**config.mk**
```make
export PLATFORM = sky130hd
export DESIGN_NAME = tgi_ctrl
export DESIGN_NICKNAME = d
export VERILOG_FILES = /design/src/hw/rtl/tgi_pkg.sv /design/src/hw/rtl/tgi_ctrl.sv
export SDC_FILE = /design/constraint.sdc
export NUM_CORES = 1
export LEC_CHECK = 0
export BUFFER_PORTS_ARGS = -buffer_cell sky130_fd_sc_hd__buf_2
export CAP_MARGIN = 10
export CORE_MARGIN = 2
export CORE_UTILIZATION = 50
export CTS_CLUSTER_DIAMETER = 120
export DETAILED_ROUTE_END_ITERATION = 16
export PLACE_DENSITY = 0.77
export SLEW_MARGIN = 40
export SYNTH_ARGS = -nofsm -noshare
export SYNTH_HDL_FRONTEND = slang
export SYNTH_SLANG_ARGS = --single-unit
```
**constraint.sdc**
```tcl
create_clock -name clk -period 1.6 [get_ports clk]
set_input_delay 0.08 -clock clk [delete_from_list [all_inputs] [get_ports clk]]
set_output_delay 0.08 -clock clk [all_outputs]
set_load 0.05 [all_outputs]
```
**src/hw/rtl/tgi_pkg.sv**
```systemverilog
package tgi_pkg;

  localparam int FRAC_BITS_DEF = 24;
  localparam logic [31:0] INV_SQRT_2PI = 32'd1713444047;
  localparam logic [63:0] ONE_Q62 = 64'h4000_0000_0000_0000;
  localparam logic [63:0] CAP61 = 64'h2000_0000_0000_0000;
  localparam logic [63:0] CAP40 = 64'h0000_0100_0000_0000;
  localparam logic [63:0] CAP_MAX = 64'hFFFF_FFFF_FFFF_FFFF;
  localparam logic [4:0] TAYLOR_END = 5'd25;
  localparam logic [4:0] SQUARE_END = 5'd5;
  localparam logic [3:0] MAX_ITER_RST = 4'd10;
  localparam logic [31:0] TOL_RST = 32'd1;
  localparam logic CFG_MAX_ITER = 1'b0;
  localparam logic CFG_TOL = 1'b1;

  localparam int OP_W = 5;
  localparam logic [OP_W-1:0] OP_NOP        = 5'd0;
  localparam logic [OP_W-1:0] OP_LOAD       = 5'd1;
  localparam logic [OP_W-1:0] OP_SQRT_START = 5'd2;
  localparam logic [OP_W-1:0] OP_SCALE_DIV  = 5'd3;
  localparam logic [OP_W-1:0] OP_SCALE_SET  = 5'd4;
  localparam logic [OP_W-1:0] OP_DIFF       = 5'd5;
  localparam logic [OP_W-1:0] OP_MUL_ADAD   = 5'd6;
  localparam logic [OP_W-1:0] OP_DIV_T      = 5'd7;
  localparam logic [OP_W-1:0] OP_EXP_INIT   = 5'd8;
  localparam logic [OP_W-1:0] OP_G_ZERO     = 5'd9;
  localparam logic [OP_W-1:0] OP_MUL_TERM   = 5'd10;
  localparam logic [OP_W-1:0] OP_DIV_K      = 5'd11;
  localparam logic [OP_W-1:0] OP_TERM_SET   = 5'd12;
  localparam logic [OP_W-1:0] OP_SQ_INIT    = 5'd13;
  localparam logic [OP_W-1:0] OP_MUL_EE     = 5'd14;
  localparam logic [OP_W-1:0] OP_E_SET      = 5'd15;
  localparam logic [OP_W-1:0] OP_MUL_SE     = 5'd16;
  localparam logic [OP_W-1:0] OP_GG_SET     = 5'd17;
  localparam logic [OP_W-1:0] OP_MUL_AG     = 5'd18;
  localparam logic [OP_W-1:0] OP_DIV_MAG    = 5'd19;
  localparam logic [OP_W-1:0] OP_G_SET      = 5'd20;
  localparam logic [OP_W-1:0] OP_FEVAL      = 5'd21;
  localparam logic [OP_W-1:0] OP_DIV_NEWTON = 5'd22;
  localparam logic [OP_W-1:0] OP_Z_SET      = 5'd23;
  localparam logic [OP_W-1:0] OP_DONE       = 5'd24;

  typedef struct packed {
    logic [OP_W-1:0] op;
    logic            side;
    logic            conv;
  } cmd_t;

  typedef struct packed {
    logic mul_busy;
    logic div_busy;
    logic sqrt_busy;
    logic t_big;
    logic taylor_done;
    logic sq_done;
    logic fp_zero;
    logic below_tol;
    logic at_max;
  } stat_t;

endpackage

```
**src/hw/rtl/tgi_ctrl.sv**
```systemverilog
module tgi_ctrl (
  input  logic           clk,
  input  logic           rst,
  input  logic           start,
  input  tgi_pkg::stat_t stat,
  output tgi_pkg::cmd_t  cmd,
  output logic           busy,
  output logic           done
);

  import tgi_pkg::*;

  localparam logic [4:0] S_IDLE  = 5'd0;
  localparam logic [4:0] S_SC_SQ = 5'd1;
  localparam logic [4:0] S_SC_SQW = 5'd2;
  localparam logic [4:0] S_SC_DVW = 5'd3;
  localparam logic [4:0] S_DIFF  = 5'd4;
  localparam logic [4:0] S_AD    = 5'd5;
  localparam logic [4:0] S_ADW   = 5'd6;
  localparam logic [4:0] S_TW    = 5'd7;
  localparam logic [4:0] S_TCHK  = 5'd8;
  localparam logic [4:0] S_TMW   = 5'd9;
  localparam logic [4:0] S_TDW   = 5'd10;
  localparam logic [4:0] S_TNEXT = 5'd11;
  localparam logic [4:0] S_SQ    = 5'd12;
  localparam logic [4:0] S_SQW   = 5'd13;
  localparam logic [4:0] S_SQCHK = 5'd14;
  localparam logic [4:0] S_SEW   = 5'd15;
  localparam logic [4:0] S_AG    = 5'd16;
  localparam logic [4:0] S_AGW   = 5'd17;
  localparam logic [4:0] S_MAGW  = 5'd18;
  localparam logic [4:0] S_NEXT  = 5'd19;
  localparam logic [4:0] S_EVAL  = 5'd20;
  localparam logic [4:0] S_CHK   = 5'd21;
  localparam logic [4:0] S_NWW   = 5'd22;

  logic [4:0] state, state_next;
  logic       side, side_next;
  logic       phase, phase_next;

  assign busy = state != S_IDLE;

  always_comb begin
    state_next = state;
    side_next = side;
    phase_next = phase;
    cmd.op = OP_NOP;
    cmd.side = side;
    cmd.conv = 1'b0;
    unique case (state)
      S_IDLE: begin
        if (start) begin
          cmd.op = OP_LOAD;
          side_next = 1'b0;
          phase_next = 1'b0;
          state_next = S_SC_SQ;
        end
      end
      S_SC_SQ: begin
        cmd.op = OP_SQRT_START;
        state_next = S_SC_SQW;
      end
      S_SC_SQW: begin
        if (!stat.sqrt_busy) begin
          cmd.op = OP_SCALE_DIV;
          state_next = S_SC_DVW;
        end
      end
      S_SC_DVW: begin
        if (!stat.div_busy) begin
          cmd.op = OP_SCALE_SET;
          side_next = !side;
          state_next = side ? S_DIFF : S_SC_SQ;
        end
      end
      S_DIFF: begin
        cmd.op = OP_DIFF;
        state_next = S_AD;
      end
      S_AD: begin
        cmd.op = OP_MUL_ADAD;
        state_next = S_ADW;
      end
      S_ADW: begin
        if (!stat.mul_busy) begin
          cmd.op = OP_DIV_T;
          state_next = S_TW;
        end
      end
      S_TW: begin
        if (!stat.div_busy) begin
          cmd.op = OP_EXP_INIT;
          state_next = S_TCHK;
        end
      end
      S_TCHK: begin
        if (stat.t_big) begin
          cmd.op = OP_G_ZERO;
          state_next = S_NEXT;
        end else begin
          cmd.op = OP_MUL_TERM;
          state_next = S_TMW;
        end
      end
      S_TMW: begin
        if (!stat.mul_busy) begin
          cmd.op = OP_DIV_K;
          state_next = S_TDW;
        end
      end
      S_TDW: begin
        if (!stat.div_busy) begin
          cmd.op = OP_TERM_SET;
          state_next = S_TNEXT;
        end
      end
      S_TNEXT: begin
        if (stat.taylor_done) begin
          cmd.op = OP_SQ_INIT;
          state_next = S_SQ;
        end else begin
          cmd.op = OP_MUL_TERM;
          state_next = S_TMW;
        end
      end
      S_SQ: begin
        cmd.op = OP_MUL_EE;
        state_next = S_SQW;
      end
      S_SQW: begin
        if (!stat.mul_busy) begin
          cmd.op = OP_E_SET;
          state_next = S_SQCHK;
        end
      end
      S_SQCHK: begin
        if (stat.sq_done) begin
          cmd.op = OP_MUL_SE;
          state_next = S_SEW;
        end else begin
          cmd.op = OP_MUL_EE;
          state_next = S_SQW;
        end
      end
      S_SEW: begin
        if (!stat.mul_busy) begin
          cmd.op = OP_GG_SET;
          state_next = S_AG;
        end
      end
      S_AG: begin
        cmd.op = OP_MUL_AG;
        state_next = S_AGW;
      end
      S_AGW: begin
        if (!stat.mul_busy) begin
          cmd.op = OP_DIV_MAG;
          state_next = S_MAGW;
        end
      end
      S_MAGW: begin
        if (!stat.div_busy) begin
          cmd.op = OP_G_SET;
          state_next = S_NEXT;
        end
      end
      S_NEXT: begin
        side_next = 1'b1;
        state_next = side ? S_EVAL : S_DIFF;
      end
      S_EVAL: begin
        cmd.op = OP_FEVAL;
        state_next = S_CHK;
      end
      S_CHK: begin
        priority if (phase && stat.below_tol) begin
          cmd.op = OP_DONE;
          cmd.conv = 1'b1;
          state_next = S_IDLE;
        end else if (stat.at_max || stat.fp_zero) begin
          cmd.op = OP_DONE;
          state_next = S_IDLE;
        end else begin
          cmd.op = OP_DIV_NEWTON;
          state_next = S_NWW;
        end
      end
      S_NWW: begin
        if (!stat.div_busy) begin
          cmd.op = OP_Z_SET;
          side_next = 1'b0;
          phase_next = 1'b1;
          state_next = S_DIFF;
        end
      end
      default: state_next = S_IDLE;
    endcase
  end

  always_ff @(posedge clk) begin
    if (rst) begin
      state <= S_IDLE;
      side <= 1'b0;
      phase <= 1'b0;
      done <= 1'b0;
    end else begin
      state <= state_next;
      side <= side_next;
      phase <= phase_next;
      done <= cmd.op == OP_DONE;
    end
  end

endmodule

```
-- Word-level counts from Yosys, hierarchy flattened
Index checks and enable logic that the tools add are counted.
- shift-type cells: 0
- magnitude comparators: 0
- add/sub/neg operators: 0
- multiplexer cells: 46
- div/mod/pow operators: 0
- equal/unequal tests: 35
- $mul: 0
- reduce and logical (&&, ||, !) cells: 10
- bitwise logic cells: 0
- operators by type and width (cell ; number):
    $pmux 5 s23 ; 1
    $pmux 5 s22 ; 1
    $mux 5 ; 21
    $eq 5x4->1 const B ; 8
    $eq 5x5->1 const B ; 8
    $mux 4 ; 6
    $ne 2x2->1 const B ; 12
    $eq 5x3->1 const B ; 4
    $mux 3 ; 5
    $reduce_and 12->1 ; 1
    $eq 5x2->1 const B ; 2
    $mux 1 ; 7
    $mux 2 ; 3
    $eq 5x1->1 const B ; 1
    $logic_not 5->1 ; 1
    $reduce_bool 5->1 ; 1
    $pmux 1 s4 ; 1
    $reduce_and 4->1 ; 1
    $reduce_bool 4->1 ; 1
    $reduce_and 3->1 ; 1
    $pmux 1 s2 ; 1
    $reduce_bool 2->1 ; 1
    $logic_and 1x1->1 ; 1
    $logic_not 1->1 ; 1
    $logic_or 1x1->1 ; 1
- output and inout bits: 9
- bits in latches: 0
- memory bits (read-only): 0
- memories kept: 0
- logic and storage cells: 95
- register bits: 8
- input bits: 12
- bits in writable memories: 0

-- Longest topological paths before layout
Gate-level depths: netlist of the first run.
- depth after elaboration: 5
- depth in mapped cells: 8
- gate-level depth less buffers: 5

-- Worst setup path after synthesis of the first run
OpenSTA, ideal clock, no wires.
- kind: reg2out
- start: register state[3]
- end: output port cmd[2] (netlist bit)
- buffers on the path: 3
- path slack: -0.462 ns
- stages on the path, launching flop included: 8
- required time: 1.520 ns
- arrival: 1.982 ns
- cell sequence: dfxtp_1 > buf_4 > buf_2 > buf_2 > mux2i_1 > nor4_1 > a21oi_1 > o2111ai_1
- RTL lines (item ; RTL line ; text):
    start: declaration ; tgi_ctrl.sv:37 ; logic [4:0] state, state_next;
    start signal: assignment ; tgi_ctrl.sv:207 ; state <= state_next;
    end: declaration ; tgi_ctrl.sv:6 ; output tgi_pkg::cmd_t cmd,

==> metrics.sh, run 1 <==
OUTCOME='finished with violations'
VIOLATIONS_IN_THE_FINAL_REPORTS='setup timing'
WORST_SETUP_PATH_START_KIND='flip-flop'
WORST_SLEW_PIN_SLEW_PS=455
FILL_CELLS=64
NETLIST_AREA_SQ_UM=1180
HOLD_PATH.STARTPOINT='rst'
WIRE_PER_INST_UM=27.0
GRT_UTIL_ALL_LAYERS_PCT=43.0
FINAL_NET_COUNT=253
INITIAL_CORE_UTIL_PCT=52.9
PLACEMENT_ROWS=17
TIMING.SLEW.HEADROOM_PCT=69.6
ROUTED.TOP_LAYER='met4'
GRT_START_MAX_NET_PINS=13
RSZ0062_AT_GRT='yes'
SYNTH.YOSYS.SEQ_AREA_SHARE_PCT=13.6
VIAS_PER_CELL=7.73
ASYNCSETRESETFLOPFRACSYNTH_PCT=0
WIRELENGTH_UM=7220
TIMING.CRITICAL_PATH.MODE_CELL='buf_4'
FIN_WORST_HOLD_SLACK_PS=143
CTS.ROOT.BUFFER_CELL='clkbuf_4'
FIN_AREA_SQ_UM=2110
FIRST_PASS_ITERS=6
CRITICAL_PATH.SLOWEST_CELL='dfxtp_4'
ROUTED-WL-MET3_UM=1180
CTS_BUFFER_DEPTH=2
MIN_PATH_TYPE='in2reg'
ANTENNA_VIOLATING_NETS_POST_ROUTE=0
LEAKAGEPOWER_nW=0.847
DIE_HEIGHT_UM=52.6
SYNTH_ENABLE_FLOP_CELLS=0
CTS_BUFFERS=3
SETUP_VIOL=14
PLACED_AREA_SQ_UM=1710
FIRST_PASS_GRT_WIRE_LENGTH_UM=8530
BUFS_AND_INVS_ON_WORST_PATH=4
MAX-CAP-VIOLATIONS=0
PERIOD_SHARE_PCT=131
DRV_SLEW=0
POWER-PER-CELL-AREA_nW_PER_UM2=1340
CTS_TREE='yes'
WORST_SETUP_HOLD_PATH_CLK_SLEW_PS=70
DRT_ITER0_DRC=285
SYNTH.LARGEST_AREA_CELL='dfxtp_1'
DESIGN.PORTCOUNT=21
CORE_AREA_SQ_UM=2230
POST_SYNTH_INST_COUNT=170
CLOCK-SINKS=8
CRITPATHMAXSTAGEDELAY_PS=390
TIMING.CRITICAL_PATH.TO_TYPE='primary output'
FP.DIEW_UM=52.6
FINAL_CORE_UTIL_PCT=94.5
SYN-NUM-NETS=182
DETAILEDPLACEMENTHPWL_UM=3550
YOSYSWARNINGS=0
AREA_DELTA_SYNTH_FINAL_PCT=78.6
DETAIL_ROUTE.DRC_VIOLATIONS=0
YS_DOMINANT_REG_CELL='dfxtp_1'
KIND_OF_CRITICAL_PATH='reg2out'
DIEAREA_SQ_UM=2770
DETAILEDPLACE.WORSTSLACK_PS=-235
REG2REG_FROM='state[3]$_SDFFE_PP0P_'
TNS_PS=-3340
CRITPATHARRIVALTIME_PS=2010
FIN_SKEW_PS=13.6
SYNTH_LARGEST_TYPE_AREA_FRACTION_PCT=13.6
ROUTED-WL-MET2_UM=2980
SYNTH.DISTINCT_CELLS=53
CRIT_CHAIN='buf_4, buf_4, nor4_4, buf_4, a31oi_1, o211ai_1, buf_4'
SYNTH.AVG_CELL_AREA_SQ_UM=6.95
WORST_IR_DROP_VDD_V=0.00142
CTS.HOLD.BUFFERS_ADDED=0
CLOCK_LATENCY_AT_THE_LATER_PIN_OF_THE_WORST_SKEW_PAIR_PS=280
POSTSYNTHREGISTERBITS=8
CTS.HTREE.LEVELS=1
SYNTH_TOP_CELLS_BY_AREA='dfxtp_1 14%, a21oi_1 6.4%, mux2i_1 5.1%, nor2_1 4.4%, o21ai_0 3.8%'
WL_MET1_UM=2280
GRT.OVERFLOW.TOTAL=0
INITIAL_ANTENNA_VIOLATION_COUNT=0
MIN_SETUP_SLACK_POST_ROUTE_PS=-494
SETUP.WORST_PATH.START='state[3]$_SDFFE_PP0P_'
LAYOUT-DRIVE-GT1-SHARE_PCT=56.5
WORSTPATHREQUIRED_PS=1520
INSERTEDDIODECOUNT=0
FINALCRITICALPERIOD_PS=2090
CRITICAL_PATH_PEAK_FANOUT=7
FINALHOLDVIOLCOUNT=0
NUMPORTBUFFERS=20
DR_TOTAL_VIAS=2064
GP_CONGESTION=0.989
FIRST_GLOBAL_VIAS=1685
WORST_PATH_DOMINANT_CELL_FAMILY='buffers and inverters'
ACHIEVABLE-FREQUENCY_MHz=478
[through the flow]
step	instances	power, mW
floorplan	170	1.39
global placement	255	1.94
detailed placement	255	1.98
CTS	265	2.39
global route	267	2.87
finish	267	2.83
[kinds of logic after synthesis]
family | synth area share, %
AOI/OAI and AO/OA | 35.0
xor gates and xnor gates | 0.742
buffers and inverters | 11.0
and+or+nand+nor | 32.7
DFF | 13.6
muxes | 6.99
[cell usage in the layout (no fill, tap or decap), types with 3 or more instances in the layout]
master	synthesis	routed
o211ai_1	3	3
inv_1	6	5
nor2b_1	6	3
dfxtp_1	8	3
clkbuf_4	0	3
nor3b_1	3	3
dfxtp_4	0	4
a31oi_1	6	5
nand2b_4	0	3
a21oi_1	15	13
mux2i_1	6	6
nor3_1	5	4
nand3_1	6	5
buf_4	3	52
o21ai_1	1	3
nand2b_1	7	4
nor2_1	14	11
buf_6	3	13
nand2_1	10	9
buf_2	8	14
o21ai_0	9	5
[Yosys cell counts, types with 3 or more instances]
| cell type | instances |
|---|---|
| a21oi_1 | 15 |
| nor2_1 | 14 |
| nand2_1 | 10 |
| o21ai_0 | 9 |
| buf_2 | 8 |
| dfxtp_1 | 8 |
| nand2b_1 | 7 |
| a31oi_1 | 6 |
| inv_1 | 6 |
| mux2i_1 | 6 |
| nand3_1 | 6 |
| nor2b_1 | 6 |
| nor3_1 | 5 |
| buf_4 | 3 |
| buf_6 | 3 |
| nor3b_1 | 3 |
| nor4_1 | 3 |
| o211ai_1 | 3 |
| o22ai_1 | 3 |
[timing repair]
item                                    4_1_cts  5_1_grt
endpoints found under the setup margin       12       12
pin swaps                                    12       14
resized for setup                            52       30
buffers inserted                              7        2
[final timing paths]
path	slack, ps	depth (start not counted)	end
worst max register to register	-260	6	state[4]$_SDFFE_PP0P_
worst max-delay path	-490	7	cmd[6]
worst min-delay path	140	2	side$_SDFFE_PP0P_
worst min register to register	590	2	side$_SDFFE_PP0P_
[sequential cells by signal, summed over array words and instances, names as in the netlist]
register  cells
state         5
done          1
side          1
phase         1
[worst reg2reg max path, delay by kind of cell (launching register included)]
kind,cells,cell delay [ps]
flops,1,390
simple gates,1,250
mux,1,350
compound gates,3,630
buf+inv,1,120
[power breakdown]
part	total (mW)	switching [mW]	internal, mW
sequential	0.292	0.0545	0.237
combinational	2.36	1.33	1.02
clock	0.182	0.0949	0.0872
total	2.83	1.48	1.35
[final cells by class]
class | count | area, sq um | area share (%)
repair buffers | 83 | 677 | 32.1
multi-input cells | 139 | 1170 | 55.6
flip-flops and latches | 8 | 176 | 8.36
well taps | 28 | 35.0 | 1.66
inverters | 6 | 26.3 | 1.25
clock buffers | 3 | 22.5 | 1.07
[metal layers]
layer,global-route usage [%],vias up
met5,0,-
met4,18.8,0
met3,8.00,99
met2,72.7,280
met1,52.3,895
li1,-,790
Note: power is estimated with default switching activity, not from simulation.
==> run 2, diff against run 1 <==
Settings changed: CAP_MARGIN 10 to 20, CTS_BUF_LIST from default to sky130_fd_sc_hd__clkbuf_4 sky130_fd_sc_hd__clkbuf_8 sky130_fd_sc_hd__clkbuf_16, GPL_TIMING_DRIVEN from default to 0.
==> run 2 against run 1 <==
Net effect:
- the flow still finishes with violations (setup timing)
- final area down 11%
- clock skew down 12 ps
- largest power group unchanged
- largest cell class unchanged
- critical path type unchanged
- global-route usage down 4.5 points
- critical path depth unchanged
==> metrics.sh, run 2 (synthesis results as in run 1) <==
WORST_SLEW_PIN_SLEW_PS=562
INSERTEDDIODECOUNT=0
INITIAL_CORE_UTIL_PCT=52.9
DR_TOTAL_VIAS=1810
INITIAL_ANTENNA_VIOLATION_COUNT=0
MIN_PATH_TYPE='in2reg'
WORSTPATHREQUIRED_PS=1520
CP-ENDPOINT='cmd[2]'
CLOCK_LATENCY_AT_THE_LATER_PIN_OF_THE_WORST_SKEW_PAIR_PS=260
WORST_SETUP_PATH_START_KIND='flip-flop'
FIN_WORST_HOLD_SLACK_PS=181
MAX-CAP-VIOLATIONS=0
LAYOUT-DRIVE-GT1-SHARE_PCT=46.5
DRT_ITER0_DRC=184
CTS.ROOT.BUFFER_CELL='clkbuf_4'
CTS_BUFFER_DEPTH=2
KIND_OF_CRITICAL_PATH='reg2out'
DIEAREA_SQ_UM=2770
FP.DIEW_UM=52.6
CTS.HOLD.BUFFERS_ADDED=0
WIRELENGTH_UM=5940
WORST_IR_DROP_VDD_V=0.00112
DETAIL_ROUTE.DRC_VIOLATIONS=0
WORST_SETUP_HOLD_PATH_CLK_SLEW_PS=50
SETUP_VIOL=11
FIRST_PASS_ITERS=8
POWER-PER-CELL-AREA_nW_PER_UM2=1340
FINAL_NET_COUNT=227
FIRST_PASS_GRT_WIRE_LENGTH_UM=7690
MOSTFREQUENTLAYOUTCELLS='20 x buf_4, 15 x buf_6, 15 x a21oi_1'
TNS_PS=-2800
CORE_AREA_SQ_UM=2230
MULTI_INPUT_GATE_AREA_IN_THE_FINAL_LAYOUT_SQ_UM=1130
DRV_SLEW=0
NUMPORTBUFFERS=20
ACHIEVABLE-FREQUENCY_MHz=498
LEAKAGEPOWER_nW=0.717
SWITCHINGPOWER_mW=1.32
FIN_SKEW_PS=1.75
REG2REG_FROM='state[0]$_SDFFE_PP0P_'
MOST_FLOPS_REGISTER='state'
WL_MET1_UM=2010
R2R-END='state[2]$_SDFFE_PP0P_'
FIRST_GLOBAL_VIAS=1540
FINAL_COMMON_CELL='buf_4'
CTS.HTREE.LEVELS=1
SW_FRAC_OF_TOTAL_PCT=52.2
GRT_UTIL_ALL_LAYERS_PCT=38.5
FINALCRITICALPERIOD_PS=2010
MIN_SETUP_SLACK_POST_ROUTE_PS=-410
VIOLATIONS_IN_THE_FINAL_REPORTS='setup timing'
PERIOD_SHARE_PCT=126
FINALHOLDVIOLCOUNT=0
FILL_CELLS=128
GRT.OVERFLOW.TOTAL=0
ROUTED-WL-MET3_UM=822
GP_CONGESTION=1.03
DETAILEDPLACEMENTHPWL_UM=3050
POWER.CLOCK.FRACTION_PCT=6.2
RSZ0062_AT_GRT='yes'
POWER.COMBINATIONAL.FRACTION_PCT=81.8
VIAS_PER_CELL=7.51
SEQUENTIAL_CELL_AREA_SQ_UM=170
ROUTED.TOP_LAYER='met4'
AREA_DELTA_SYNTH_FINAL_PCT=58.8
FLIP_FLOP_COUNT_OF_THE_LARGEST_REGISTER_ALL_COPIES_AND_WORDS_ADDED=5
ROUTED-WL-MET2_UM=2590
CTS_BUFFERS=3
OUTCOME='finished with violations'
DIE_HEIGHT_UM=52.6
INTPOWER_mW=1.20
TIMING.REG2REG.WORST_PATH_DEPTH=7
CLOCK-SINKS=8
WIRE_PER_INST_UM=24.6
CRITPATHARRIVALTIME_PS=1930
GRT_START_MAX_NET_PINS=11
CTS_TREE='yes'
PLACEMENT_ROWS=17
REGTOREGSETUPSLACK_PS=-250
TIMING.SLEW.HEADROOM_PCT=62.4
SETUP.WORST_PATH.START='state[1]$_SDFFE_PP0P_'
ANTENNA_VIOLATING_NETS_POST_ROUTE=0
DESIGN.PORTCOUNT=21
TIMING.CRITICAL_PATH.TO_TYPE='primary output'
CRITICAL_PATH_PEAK_FANOUT=7
POWER.SEQUENTIAL.FRACTION_PCT=12.0
run 2: cell type report:
class / instances / share of cell area [%]
multi-input cells: 139 / 60.1
repair buffers: 41 / 16.5
plain buffers: 16 / 10.0
flip-flops and latches: 8 / 9.07
well taps: 28 / 1.87
clock buffers: 3 / 1.20
inverters: 6 / 1.20
run 2: what timing repair did:
action | in CTS | in global routing
endpoints found under the setup margin | 11 | 12
pin swaps | 14 | 11
buffers inserted | 13 | 8
gates resized for setup | 56 | 18
run 2: power groups by stage:
stage | sequential (mW) | combinational [mW] | clock [mW]
2_1_floorplan | 0.264 | 1.13 | 0
3_3_place_gp | 0.281 | 1.39 | 0
3_5_place_dp | 0.285 | 1.41 | 0
4_1_cts | 0.290 | 1.70 | 0.157
5_1_grt | 0.299 | 2.14 | 0.167
6_report | 0.302 | 2.06 | 0.156
run 2: routing by layer:
metal	up-vias	GRT usage [%]
li1	732	-
met1	813	48.1
met2	199	60.0
met3	66	11.1
met4	0	18.4
met5	-	0
run 2: worst max-delay path: stages (launching register included):
cell and delay, ps:
dfxtp_2 350, buf_6 150, nand2b_1 270, nor2_1 120
a21oi_1 180, o22a_1 250, o2111ai_2 160, buf_6 190
run 2: worst min path at each step:
stage | from | to | slack [ps] | cells after the start
floorplan | rst | state[3]$_SDFFE_PP0P_ | 260 | 2
global placement | rst | state[3]$_SDFFE_PP0P_ | 430 | 3
detailed placement | rst | state[3]$_SDFFE_PP0P_ | 430 | 3
CTS | rst | state[3]$_SDFFE_PP0P_ | 150 | 3
global route | rst | state[3]$_SDFFE_PP0P_ | 200 | 3
finish | stat[2] | done$_SDFF_PP0_ | 180 | 3
run 2: per-stage QoR:
| stage | power [mW] | worst slack (ps) | instance area (sq um) | utilization (%) | instances |
|---|---|---|---|---|---|
| finish | 2.52 | -410 | 1880 | 84.0 | 241 |
| global route | 2.61 | -491 | 1880 | 84.0 | 241 |
| CTS | 2.15 | -247 | 1730 | 77.3 | 233 |
| detailed placement | 1.69 | -401 | 1410 | 63.1 | 218 |
| global placement | 1.67 | -321 | 1400 | 62.9 | 218 |
| floorplan | 1.39 | -199 | 1270 | - | 170 |
